`config.mk`:
```
export PLATFORM = sky130hd
export DESIGN_NAME = midi_drum_channel_tracker_unit
export DESIGN_NICKNAME = d
export VERILOG_FILES = /design/src/mdct_pkg.sv /design/src/mdct_front.sv /design/src/mdct_queue.sv /design/src/mdct_back.sv /design/src/midi_drum_channel_tracker_unit.sv
export SDC_FILE = /design/constraint.sdc
export NUM_CORES = 1
export LEC_CHECK = 0
export ABC_AREA = 1
export BUFFER_PORTS_ARGS = -buffer_cell sky130_fd_sc_hd__buf_2
export CAP_MARGIN = 20
export CORE_UTILIZATION = 50
export CTS_CLUSTER_SIZE = 16
export DETAILED_ROUTE_END_ITERATION = 16
export PLACE_DENSITY = 0.73
export SLEW_MARGIN = 20
export SYNTH_ARGS = -nofsm -noshare
export SYNTH_HDL_FRONTEND = slang
export SYNTH_SLANG_ARGS = --single-unit
```
`constraint.sdc`:
```
create_clock -name clk -period 3 [get_ports clk]
set_input_delay 0.15 -clock clk [delete_from_list [all_inputs] [get_ports clk]]
set_output_delay 0.15 -clock clk [all_outputs]
set_load 0.02 [all_outputs]
```
`src/mdct_pkg.sv`:
```
`timescale 1ns / 1ps
// ----------------------------------------------------------------------------
// mdct_pkg
// Shared types and constants of the drum channel tracker: synth modes, reset
// message images and the classified item handed from front to back.
// ----------------------------------------------------------------------------
package mdct_pkg;

  localparam int CHANNEL_COUNT   = 16;
  localparam int MODULE_COUNT    = 8;
  localparam int QUEUE_DEPTH     = 2;
  localparam int STORE_DEPTH     = 11;
  localparam int STORE_CNT_W     = $clog2(STORE_DEPTH + 1);

  // synth modes
  typedef enum logic [1:0] {
    MODE_GM  = 2'd0,
    MODE_GM2 = 2'd1,
    MODE_GS  = 2'd2,
    MODE_XG  = 2'd3
  } mode_t;

  // status kinds and special byte values
  localparam logic [3:0] KIND_CONTROL = 4'hB;
  localparam logic [3:0] KIND_PROGRAM = 4'hC;
  localparam logic [3:0] KIND_SYSTEM  = 4'hF;
  localparam logic [6:0] XG_DRUM_BANK  = 7'd127;
  localparam logic [6:0] GM2_DRUM_BANK = 7'd120;
  localparam logic [6:0] GM2_MELO_BANK = 7'd121;

  localparam logic [7:0] SX_START     = 8'hF0;
  localparam logic [7:0] SX_STOP      = 8'hF7;
  localparam logic [7:0] ID_ROLAND    = 8'h41;
  localparam logic [7:0] GS_MODEL     = 8'h42;
  localparam logic [7:0] GS_DT1       = 8'h12;
  localparam logic [7:0] GS_ADDR_HI   = 8'h40;
  localparam logic [7:0] GS_PART_GRP  = 8'h10;
  localparam logic [7:0] GS_PART_ASGN = 8'h02;
  localparam logic [7:0] GS_RHYTHM    = 8'h15;

  // drum state after a reset
  localparam logic [15:0] DEFAULT_MASK = 16'h0200;
  localparam logic [7:0] DEFAULT_MAP [CHANNEL_COUNT] = '{
    8'd9, 8'd0, 8'd1, 8'd2, 8'd3, 8'd4, 8'd5, 8'd6,
    8'd7, 8'd8, 8'd10, 8'd11, 8'd12, 8'd13, 8'd14, 8'd15
  };

  // reset message images
  localparam logic [7:0] GM_RESET_MSG [6] = '{
    8'hF0, 8'h7E, 8'h7F, 8'h09, 8'h01, 8'hF7
  };
  localparam logic [7:0] GM2_RESET_MSG [6] = '{
    8'hF0, 8'h7E, 8'h7F, 8'h09, 8'h03, 8'hF7
  };
  localparam logic [7:0] GS_RESET_MSG [11] = '{
    8'hF0, 8'h41, 8'h10, 8'h42, 8'h12, 8'h40, 8'h00, 8'h7F, 8'h00, 8'h41, 8'hF7
  };
  localparam logic [7:0] XG_RESET_MSG [9] = '{
    8'hF0, 8'h43, 8'h10, 8'h4C, 8'h00, 8'h00, 8'h7E, 8'h00, 8'hF7
  };

  // classified item, front to back
  typedef struct packed {
    logic       is_sysex;
    logic [3:0] ch;
    logic       bank_sel;
    logic       val_127;
    logic       val_120;
    logic       val_121;
    logic       prog;
    logic       rst_hit;
    mode_t      rst_mode;
    logic       gs_edit;
    logic       edit_map;
    logic       edit_rhythm;
    logic [3:0] part;
    logic [7:0] value;
  } op_t;

endpackage

```
`src/mdct_front.sv`:
```
`timescale 1ns / 1ps
// ----------------------------------------------------------------------------
// mdct_front
// Accepts items, collects sysex bytes and classifies each item that yields a
// result into a compact operation for the back part.
// ----------------------------------------------------------------------------
module mdct_front (
  input  logic             clk,
  input  logic             rst,
  input  logic             push,
  output logic             full,
  input  logic             command,
  input  logic [7:0]       status_byte,
  input  logic [6:0]       data_one,
  input  logic [6:0]       data_two,
  input  logic             sysex_end,
  input  logic             q_full,
  output logic             q_push,
  output mdct_pkg::op_t    q_data
);

  localparam int CW = mdct_pkg::STORE_CNT_W;

  logic [7:0]    store [mdct_pkg::STORE_DEPTH];
  logic [CW-1:0] count;
  logic          overflow;
  logic          accept;
  logic          room;
  logic [7:0]    sx [mdct_pkg::STORE_DEPTH];
  logic [CW-1:0] n;
  logic          ovf;
  logic          gm_hit, gm2_hit, gs_hit, xg_hit;
  logic [7:0]    csum;
  logic          chan_status;

  assign full   = q_full;
  assign accept = push && !q_full;
  assign room   = count < CW'(mdct_pkg::STORE_DEPTH);

  // sysex byte store and length tracking
  always_ff @(posedge clk) begin
    if (accept && command && room) begin
      store[count[$clog2(mdct_pkg::STORE_DEPTH)-1:0]] <= status_byte;
    end
  end

  always_ff @(posedge clk) begin
    if (rst) begin
      count    <= '0;
      overflow <= 1'b0;
    end else if (accept && command) begin
      if (sysex_end) begin
        count    <= '0;
        overflow <= 1'b0;
      end else if (room) begin
        count <= count + CW'(1);
      end else begin
        overflow <= 1'b1;
      end
    end
  end

  // view of the message including the byte now arriving
  always_comb begin
    for (int i = 0; i < mdct_pkg::STORE_DEPTH; i++) begin
      sx[i] = (room && count == CW'(i)) ? status_byte : store[i];
    end
    n   = room ? count + CW'(1) : count;
    ovf = overflow || !room;
  end

  // reset message matches
  always_comb begin
    gm_hit  = !ovf && n == CW'(6);
    gm2_hit = !ovf && n == CW'(6);
    for (int i = 0; i < 6; i++) begin
      gm_hit  = gm_hit  && sx[i] == mdct_pkg::GM_RESET_MSG[i];
      gm2_hit = gm2_hit && sx[i] == mdct_pkg::GM2_RESET_MSG[i];
    end
    xg_hit = !ovf && n == CW'(9);
    for (int i = 0; i < 9; i++) begin
      xg_hit = xg_hit && sx[i] == mdct_pkg::XG_RESET_MSG[i];
    end
    csum   = {1'b0, 7'(sx[5] + sx[6] + 8'd1)};
    gs_hit = !ovf && n == CW'(11) && csum == sx[9] &&
             sx[7] == mdct_pkg::GS_RESET_MSG[7] && sx[8] == mdct_pkg::GS_RESET_MSG[8] &&
             sx[10] == mdct_pkg::GS_RESET_MSG[10];
    for (int i = 0; i < 5; i++) begin
      gs_hit = gs_hit && sx[i] == mdct_pkg::GS_RESET_MSG[i];
    end
  end

  // classification
  always_comb begin
    chan_status = status_byte[7] && status_byte[7:4] != mdct_pkg::KIND_SYSTEM;
    q_push      = accept && (command ? sysex_end : chan_status);

    q_data          = '0;
    q_data.is_sysex = command;
    q_data.ch       = status_byte[3:0];
    q_data.bank_sel = status_byte[7:4] == mdct_pkg::KIND_CONTROL && data_one == 7'd0;
    q_data.val_127  = data_two == mdct_pkg::XG_DRUM_BANK;
    q_data.val_120  = data_two == mdct_pkg::GM2_DRUM_BANK;
    q_data.val_121  = data_two == mdct_pkg::GM2_MELO_BANK;
    q_data.prog     = status_byte[7:4] == mdct_pkg::KIND_PROGRAM;
    q_data.rst_hit  = gm_hit || gm2_hit || gs_hit || xg_hit;
    if (gm_hit) begin
      q_data.rst_mode = mdct_pkg::MODE_GM;
    end else if (gm2_hit) begin
      q_data.rst_mode = mdct_pkg::MODE_GM2;
    end else if (gs_hit) begin
      q_data.rst_mode = mdct_pkg::MODE_GS;
    end else begin
      q_data.rst_mode = mdct_pkg::MODE_XG;
    end
    q_data.gs_edit  = !ovf && n == CW'(11) &&
                      sx[0] == mdct_pkg::SX_START && sx[1] == mdct_pkg::ID_ROLAND &&
                      sx[3] == mdct_pkg::GS_MODEL && sx[4] == mdct_pkg::GS_DT1 &&
                      sx[5] == mdct_pkg::GS_ADDR_HI &&
                      sx[6][7:4] == mdct_pkg::GS_PART_GRP[7:4] &&
                      sx[10] == mdct_pkg::SX_STOP;
    q_data.edit_map    = sx[7] == mdct_pkg::GS_PART_ASGN;
    q_data.edit_rhythm = sx[7] == mdct_pkg::GS_RHYTHM;
    q_data.part        = sx[6][3:0];
    q_data.value       = sx[8];
  end

endmodule

```
`src/mdct_queue.sv`:
```
`timescale 1ns / 1ps
// ----------------------------------------------------------------------------
// mdct_queue
// Short queue of classified operations between front and back.
// ----------------------------------------------------------------------------
module mdct_queue #(
  parameter int DEPTH = mdct_pkg::QUEUE_DEPTH
) (
  input  logic           clk,
  input  logic           rst,
  input  logic           wr_en,
  input  mdct_pkg::op_t  wr_data,
  output logic           q_full,
  input  logic           rd_en,
  output logic           q_empty,
  output mdct_pkg::op_t  rd_data
);

  localparam int PW = (DEPTH > 1) ? $clog2(DEPTH) : 1;
  localparam int CW = $clog2(DEPTH + 1);

  mdct_pkg::op_t mem [DEPTH];
  logic [PW-1:0] wr_ptr;
  logic [PW-1:0] rd_ptr;
  logic [CW-1:0] fill;
  logic          do_wr;
  logic          do_rd;

  assign q_full  = fill == CW'(DEPTH);
  assign q_empty = fill == '0;
  assign do_wr   = wr_en && !q_full;
  assign do_rd   = rd_en && !q_empty;
  assign rd_data = mem[rd_ptr];

  // storage
  always_ff @(posedge clk) begin
    if (do_wr) begin
      mem[wr_ptr] <= wr_data;
    end
  end

  // pointers and fill level
  always_ff @(posedge clk) begin
    if (rst) begin
      wr_ptr <= '0;
      rd_ptr <= '0;
      fill   <= '0;
    end else begin
      if (do_wr) begin
        wr_ptr <= (wr_ptr == PW'(DEPTH - 1)) ? '0 : wr_ptr + PW'(1);
      end
      if (do_rd) begin
        rd_ptr <= (rd_ptr == PW'(DEPTH - 1)) ? '0 : rd_ptr + PW'(1);
      end
      if (do_wr && !do_rd) begin
        fill <= fill + CW'(1);
      end else if (do_rd && !do_wr) begin
        fill <= fill - CW'(1);
      end
    end
  end

endmodule

```
`src/mdct_back.sv`:
```
`timescale 1ns / 1ps
// ----------------------------------------------------------------------------
// mdct_back
// Carries out operations on mode, drum mask and part map and holds the
// result item in an output register.
// ----------------------------------------------------------------------------
module mdct_back #(
  parameter int MODULE_COUNT = mdct_pkg::MODULE_COUNT
) (
  input  logic           clk,
  input  logic           rst,
  input  logic           q_empty,
  input  mdct_pkg::op_t  q_data,
  output logic           q_pop,
  output logic           empty,
  input  logic           pop,
  output logic           result_kind,
  output logic [3:0]     channel,
  output logic [2:0]     primary_module,
  output logic [2:0]     secondary_module,
  output logic           send_secondary,
  output logic           drum_update,
  output logic [15:0]    drum_mask,
  output logic [1:0]     mode,
  output logic           reset_seen
);

  mdct_pkg::mode_t synth_mode, synth_mode_next;
  logic [15:0]     flags, flags_next;
  logic [7:0]      part_map [mdct_pkg::CHANNEL_COUNT];
  logic [7:0]      map_ch;
  logic            out_valid;
  logic [2:0]      prim_tab [mdct_pkg::CHANNEL_COUNT];
  logic [2:0]      sec_tab  [mdct_pkg::CHANNEL_COUNT];

  // module routing tables, fixed at elaboration
  for (genvar c = 0; c < mdct_pkg::CHANNEL_COUNT; c++) begin : g_route
    assign prim_tab[c] = 3'((c * 2) % MODULE_COUNT);
    assign sec_tab[c]  = 3'((c * 2 + 1) % MODULE_COUNT);
  end

  assign q_pop  = !q_empty && (!out_valid || pop);
  assign empty  = !out_valid;
  assign map_ch = part_map[q_data.part];

  // state update for the operation at the queue head
  always_comb begin
    synth_mode_next = synth_mode;
    flags_next      = flags;
    if (q_data.is_sysex) begin
      if (q_data.rst_hit) begin
        synth_mode_next = q_data.rst_mode;
        flags_next      = mdct_pkg::DEFAULT_MASK;
      end else if (q_data.gs_edit && synth_mode == mdct_pkg::MODE_GS &&
                   !q_data.edit_map && q_data.edit_rhythm &&
                   map_ch < 8'(mdct_pkg::CHANNEL_COUNT)) begin
        flags_next[map_ch[3:0]] = q_data.value != 8'd0;
      end
    end else if (q_data.bank_sel) begin
      if (synth_mode == mdct_pkg::MODE_XG) begin
        flags_next[q_data.ch] = q_data.val_127;
      end else if (synth_mode == mdct_pkg::MODE_GM2) begin
        if (q_data.val_120) begin
          flags_next[q_data.ch] = 1'b1;
        end else if (q_data.val_121) begin
          flags_next[q_data.ch] = 1'b0;
        end
      end
    end
  end

  // tracked state
  always_ff @(posedge clk) begin
    if (rst) begin
      synth_mode <= mdct_pkg::MODE_GM;
      flags      <= mdct_pkg::DEFAULT_MASK;
      part_map   <= mdct_pkg::DEFAULT_MAP;
    end else if (q_pop) begin
      synth_mode <= synth_mode_next;
      flags      <= flags_next;
      if (q_data.is_sysex && q_data.rst_hit) begin
        part_map <= mdct_pkg::DEFAULT_MAP;
      end else if (q_data.is_sysex && q_data.gs_edit && q_data.edit_map &&
                   synth_mode == mdct_pkg::MODE_GS) begin
        part_map[q_data.part] <= q_data.value;
      end
    end
  end

  // result register valid
  always_ff @(posedge clk) begin
    if (rst) begin
      out_valid <= 1'b0;
    end else if (q_pop) begin
      out_valid <= 1'b1;
    end else if (pop) begin
      out_valid <= 1'b0;
    end
  end

  // result payload
  always_ff @(posedge clk) begin
    if (q_pop) begin
      result_kind <= q_data.is_sysex;
      drum_mask   <= flags_next;
      mode        <= synth_mode_next;
      if (q_data.is_sysex) begin
        channel          <= '0;
        primary_module   <= '0;
        secondary_module <= '0;
        send_secondary   <= 1'b0;
        drum_update      <= 1'b0;
        reset_seen       <= q_data.rst_hit;
      end else begin
        channel          <= q_data.ch;
        primary_module   <= prim_tab[q_data.ch];
        secondary_module <= sec_tab[q_data.ch];
        send_secondary   <= !flags_next[q_data.ch];
        drum_update      <= q_data.prog;
        reset_seen       <= 1'b0;
      end
    end
  end

endmodule

```
`src/midi_drum_channel_tracker_unit.sv`:
```
`timescale 1ns / 1ps
// ----------------------------------------------------------------------------
// midi_drum_channel_tracker_unit
// Tracks synth mode, drum channels and the GS part map from MIDI short
// messages and sysex bytes, and routes channel messages to modules.
// ----------------------------------------------------------------------------
//   channel  | handshake        | payload
//   ---------+------------------+--------------------------------------------
//   input    | push / full      | command status_byte data_one data_two
//            |                  | sysex_end
//   result   | empty / pop      | result_kind channel primary_module
//            |                  | secondary_module send_secondary drum_update
//            |                  | drum_mask mode reset_seen
//
// One item per cycle sustained while results are popped. An item that yields a
// result is written into the operation queue when it is taken; the back update
// runs when it is popped, and the result then lands in the output register.
// Synchronous reset restores GM mode, the default drum mask and part map.
// Full rises only when the front queue fills because results are not popped.
// ----------------------------------------------------------------------------
module midi_drum_channel_tracker_unit #(
  parameter int MODULE_COUNT = mdct_pkg::MODULE_COUNT,
  parameter int QUEUE_DEPTH  = mdct_pkg::QUEUE_DEPTH
) (
  input  logic        clk,
  input  logic        rst,
  input  logic        push,
  output logic        full,
  input  logic        command,
  input  logic [7:0]  status_byte,
  input  logic [6:0]  data_one,
  input  logic [6:0]  data_two,
  input  logic        sysex_end,
  output logic        empty,
  input  logic        pop,
  output logic        result_kind,
  output logic [3:0]  channel,
  output logic [2:0]  primary_module,
  output logic [2:0]  secondary_module,
  output logic        send_secondary,
  output logic        drum_update,
  output logic [15:0] drum_mask,
  output logic [1:0]  mode,
  output logic        reset_seen
);

  logic          q_full;
  logic          q_empty;
  logic          q_push;
  logic          q_pop;
  mdct_pkg::op_t q_wdata;
  mdct_pkg::op_t q_rdata;

  // front: accept and classify
  mdct_front u_front (
    .clk         (clk),
    .rst         (rst),
    .push        (push),
    .full        (full),
    .command     (command),
    .status_byte (status_byte),
    .data_one    (data_one),
    .data_two    (data_two),
    .sysex_end   (sysex_end),
    .q_full      (q_full),
    .q_push      (q_push),
    .q_data      (q_wdata)
  );

  // operation queue
  mdct_queue #(
    .DEPTH (QUEUE_DEPTH)
  ) u_queue (
    .clk     (clk),
    .rst     (rst),
    .wr_en   (q_push),
    .wr_data (q_wdata),
    .q_full  (q_full),
    .rd_en   (q_pop),
    .q_empty (q_empty),
    .rd_data (q_rdata)
  );

  // back: state update and result register
  mdct_back #(
    .MODULE_COUNT (MODULE_COUNT)
  ) u_back (
    .clk              (clk),
    .rst              (rst),
    .q_empty          (q_empty),
    .q_data           (q_rdata),
    .q_pop            (q_pop),
    .empty            (empty),
    .pop              (pop),
    .result_kind      (result_kind),
    .channel          (channel),
    .primary_module   (primary_module),
    .secondary_module (secondary_module),
    .send_secondary   (send_secondary),
    .drum_update      (drum_update),
    .drum_mask        (drum_mask),
    .mode             (mode),
    .reset_seen       (reset_seen)
  );

endmodule

```
* Word-level counts from Yosys, hierarchy flattened
Memory sizes are Yosys's and may differ from the RTL's. A register that Yosys moved wholly into a read port is not among the register bits. Cells that the tools add are included.
Word-level totals: bits in writable memories 144, register bits 182, memories kept 4, memory bits (read-only) 96, logic and storage cells 254
Memories:
- u_front.store | words 11, width 8, read ports 11, clocked after memory_dff 0, write ports 1, RTL line mdct_front.sv:24 | logic [7:0] store [mdct_pkg::STORE_DEPTH];
- u_queue.mem | words 2, width 28, read ports 1, clocked after memory_dff 1, write ports 1, RTL line mdct_queue.sv:22 | mdct_pkg::op_t mem [DEPTH];
- (no name shown) | words 16, width 3, read ports 1, clocked after memory_dff 1, write ports 0, RTL line mdct_back.sv:116 | primary_module <= prim_tab[q_data.ch];
- (no name shown) | words 16, width 3, read ports 1, clocked after memory_dff 1, write ports 0, RTL line mdct_back.sv:117 | secondary_module <= sec_tab[q_data.ch];
Operators by class: equal/unequal tests 46, muxes and demuxes 57, bitwise logic cells 5, add/subtract/negate cells 7, order comparisons 8, reduce and logical (&&, ||, !) cells 96
Operators with widths (number):
- $mux 128 | 2
- $bwmux 128 | 1
- $mux 16 | 8
- $mux 8 | 14
- $eq 8x7->1 const B | 9
- $logic_and 1x1->1 | 69
- $bmux 8 s4 | 1
- $bwmux 16 | 2
- $demux 8 s4 | 1
- $eq 8x8->1 const B | 4
- $logic_not 8->1 | 4
- $eq 4x4->1 const B | 7
- $eq 8x5->1 const B | 3
- $eq 7x7->1 const B | 3
- $eq 4x3->1 const B | 5
- $mux 1 | 17
- $and 16x16->16 | 1
- $eq 8x2->1 const B | 2
- $not 16->16 | 1
- $or 16x16->16 | 1
- $mux 2 | 6
- $lt 4x5->1 const B | 2
- $not 4->5 | 2
- $logic_not 1->1 | 9
- 30 further kinds | 45

* Depth between registers and ports, before layout
word-level depth 18, depth in mapped cells 28, depth with buffers taken out 25

* Modules after synthesis
A second synthesis with hierarchy kept.
Second synthesis, totals: cells, all modules 2224, area total of the unflattened synthesis 16831.1 µm²
By module, submodules not included:
- mdct_back | sequential area each 3743.6 µm², area each 9176.3 µm², cells an instance 1458, times used 1
- mdct_front | sequential area each 2742.6 µm², area each 5281.3 µm², cells an instance 642, times used 1
- mdct_queue | sequential area each 1781.7 µm², area each 2373.5 µm², cells an instance 124, times used 1

* Worst setup path after synthesis
OpenSTA, ideal clock, no wires.
kind reg2reg, start point reg u_front.count[1], end point mem u_queue.mem[0][17] in the netlist's numbering (data pin), clock period less this slack 3130 ps, path slack -130 ps, arrival time 2867 ps, cell stages (with the launch flop) 21, cells stage by stage dfxtp_1 > inv_1 > ha_1 > nand2_1 > clkbuf_1 > nor2_1 > a21oi_1 > ha_1 > inv_1 > ha_1 > nor2_1 > inv_1 > nand3_1 > nand3_1 > nand2_1 > o21ai_1 > xor2_1 > or2_2 > inv_1 > nor2_1 > or2_1
RTL lines:
- from (decl) | RTL line mdct_front.sv:25 | logic [CW-1:0] count;
- from (signal assigned) | RTL line mdct_front.sv:56 | count <= count + CW'(1);
- to (decl) | RTL line mdct_queue.sv:22

==> results.md <==
* Post-synth EDFFs at 171
* Cts bufs inserted at 37
* Diode count at 0
* Die height at 185 µm
* Clock skew at ~0.015 ns
* Commonest cells after routing, fill and taps aside: nand2_1, inv_1, edfxtp_1
* Part of the power in the clock network at 28.0%
* Via count at between 15k and 20k
* Mapped Cells at 2203
* IO Port Bufs at 60
* Largest net degree at the start of global routing at 100
* Comb pwr share at between 30 and 40%
* Area of the multi-input gates at around 0.0076 mm²
* I/O pin total at 62
* Psw at 6050 µW
* Die width at 185 µm
* Initial core utilization at between 50 and 60%
* Final core utilization at 62.0%
* Worst-path maximum fanout at 5
* Synth Flop Type: edfxtp_1
* Fraction of layout cells with a size suffix above 1 at 17.6%
* Commonest non-fill, non-tap cell in the layout: nand2_1
* CTS tree: built
* Flops & latches, synth at 328
* First-pass GRT wire length at 77.5 mm
* Clk buf depth at 3
* Status: complete, no violations
* FMAX at 346 MHz
* CP Class: reg -> reg
* First-pass DRT Iterations at 5
* Fill count at 2925
* H-Tree Depth at 2
* Mapped Area at 0.0167 mm²
* Hold crit path type: in -> reg
* # setup viols final at 0
* Worst slew margin at 26.5%
* Vias/cell at between 5 and 6
* Flip-flop and latch area at 0.00829 mm²
* Slew Limit Fails at 0
* Maximum vdd drop at between 0.0005 and 0.0006 V
* Tmin final at 2.89 ns
* Fin crit share at between 90% and 100%
* Sw Ratio at 38.2%
* Worst Setup End Kind: flop
* Die ar. at 0.0341 mm²
* Routed WL at 49.7 mm
* Initial antenna violation count at 0
* Pwr dens at 781 mW/mm²
* Maxcap violations at 0
* DR WL/cell at ~17 µm
* Leakage at 0.00891 µW
* Synth Net Count at 2240
* Internal power at between 9000 and 10000 µW
* Total track usage at 29.3%
* Syn_area_per_cell at about 7.6 µm²
* Seq/Total Area, Yosys at 49.7%
* Antenna viol nets, final at 0
* Site Rows at 66
* Layout area overhead at 21.6%
* Detailed Place HPWL at 34.2 mm
* Clock transition at path regs at 0.06 ns
* Sink Count at 328
* Sequential Power Share at 35.2%
* Yosys Warn Count at 0
* Critical path arrival at 3.17 ns
* Distinct cells, synth at 54
* Non-Filler Instances at 2877
* FF-to-FF path depth at 20
* Crit path required time at 3.28 ns
* Cell count of the worst hold path at 3
* Clock Tree Root: clkbuf_16
* Gp weighted congestion at 0.992
* Dpl cells at 2780
* Clock Latency Late Sink at 0.54 ns
* Vias in the first global route at 14.7k
* Ys async rst share at 0%
* Core area at ~0.033 mm²
* Fin nets at 2443
* DRC violation total after the first TritonRoute iteration at 1392
* Tightest Pin Transition at 1.10 ns
* Post-route DRC violation count at 0
* RSZ-0062 raised after global routing: true
* Final hold vios at 0
* Critical Path Source Type: flop
* Global route overflow at 0
* Worst hold margin at 0.0594 ns
-- synthesized netlist by cell type (11+ instances only) --
cell type / n / share of area, %
a21oi_1: 144 / 4.3
inv_1: 193 / 4.3
nand2_1: 860 / 19
nand4_1: 22 / 0.83
o21ai_0: 99 / 3.0
nor3_1: 11 / 0.33
buf_6: 13 / 0.88
dfxtp_1: 157 / 19
nor4_1: 21 / 0.79
or2_2: 19 / 0.71
buf_2: 21 / 0.63
edfxtp_1: 171 / 31
nand3_1: 141 / 4.2
nor2_1: 150 / 3.4
o211ai_1: 14 / 0.63
nor2_2: 14 / 0.53
clkbuf_1: 34 / 0.77
-- worst max-delay path: stages, from the launching register on --
cell	delay [ns]
dfxtp_2	0.33
inv_2	0.05
ha_4	0.17
nand2_4	0.09
inv_1	0.05
or2_4	0.24
o21ai_4	0.07
ha_2	0.20
inv_1	0.04
ha_1	0.18
nor2_2	0.12
inv_1	0.06
nand3_2	0.07
nand3_2	0.07
nand2_2	0.11
o21ai_4	0.07
xor2_2	0.18
or2_4	0.23
inv_1	0.05
nor2_1	0.04
or2_1	0.24
-- logic make-up after synthesis --
group | share of synthesized area (%)
XOR/XNOR | 0.525
buffers and inverters | 7.29
multiplexers | 0.323
AO/OA/AOI/OAI | 9.64
flip-flops | 49.7
adder cells (fa/ha/maj) | 0.675
AND/OR/NAND/NOR | 31.9
other | 0.0225
-- layout make-up --
class / instances / area share [%]
inverters: 205 / 3.83
flip-flops and latches: 328 / 40.9
clock buffers: 56 / 5.38
well taps: 442 / 2.73
repair buffers: 242 / 9.38
clock inverters: 12 / 0.500
multi-input cells: 1592 / 37.3
-- per-layer routing --
layer | track usage, % | vias to the layer above | part of all wire, %
li1 | - | 7598 | -
met1 | 38.0 | 7199 | 41
met2 | 49.6 | 607 | 48
met3 | 3.58 | 125 | 7.1
met4 | 11.6 | 0 | 3.5
met5 | 0 | - | 0
-- state kept, by name, indices dropped and copies added, names as in the netlist, named ones only --
signal and cells:
u_front.overflow 1, u_back.secondary_module 2, u_queue.rd_ptr 1, u_front.store 88
u_front.count 4, u_queue.wr_ptr 1, u_queue.mem 56, u_back.synth_mode 2
u_back.channel 3, u_back.part_map 128, u_queue.fill 2, u_back.mode 2
u_back.drum_update 1, u_back.send_secondary 1, u_back.out_valid 1, u_back.flags 16
u_back.drum_mask 16, u_back.reset_seen 1, u_back.result_kind 1
-- stage by stage --
step                      total power [µW]  instance area, µm²  TNS [ns]  setup WS, ns
after floorplan                       9150               16700         0        0.0145
after global placement               10900               18400   -0.0497       -0.0248
after detailed placement             11000               18400    -0.120       -0.0600
after CTS                            15500               19700         0       0.00656
after global routing                 16700               20300    -0.338        -0.115
final                                15800               20300         0         0.111
-- path summary, 6_finish.rpt --
path | from | endpoint | slack, ns
worst max-delay path | u_front.count[0]$_SDFFE_PP0P_ | u_queue.mem[1][17]$_DFFE_PP_ | 0.11
worst min-delay path | data_two[3] | u_queue.mem[0][21]$_DFFE_PP_ | 0.06
worst max register to register | u_front.count[0]$_SDFFE_PP0P_ | u_queue.mem[1][17]$_DFFE_PP_ | 0.11
worst min register to register | u_queue.rd_ptr$_SDFFE_PP0P_ | flop | 0.45
-- timing repair --
| item | 4_1_cts | 5_1_grt |
|---|---|---|
| endpoints found under the setup margin | 3 | 28 |
| resized for setup | 4 | 116 |
| pin swaps | 2 | 21 |
| cloned | 0 | 3 |
| buffers inserted | 1 | 12 |
| hold endpoints to repair | 27 | 0 |
| hold buffers | 13 | 0 |
-- power groups by stage --
stage               registers, µW  logic (µW)  clock network [µW]
finish                       5560        5840                4430
global route                 5620        6390                4650
CTS                          5560        5440                4480
detailed placement           5640        5390                   0
global placement             5630        5320                   0
floorplan                    5830        3320                   0
Power figures use the tool's default switching activity.
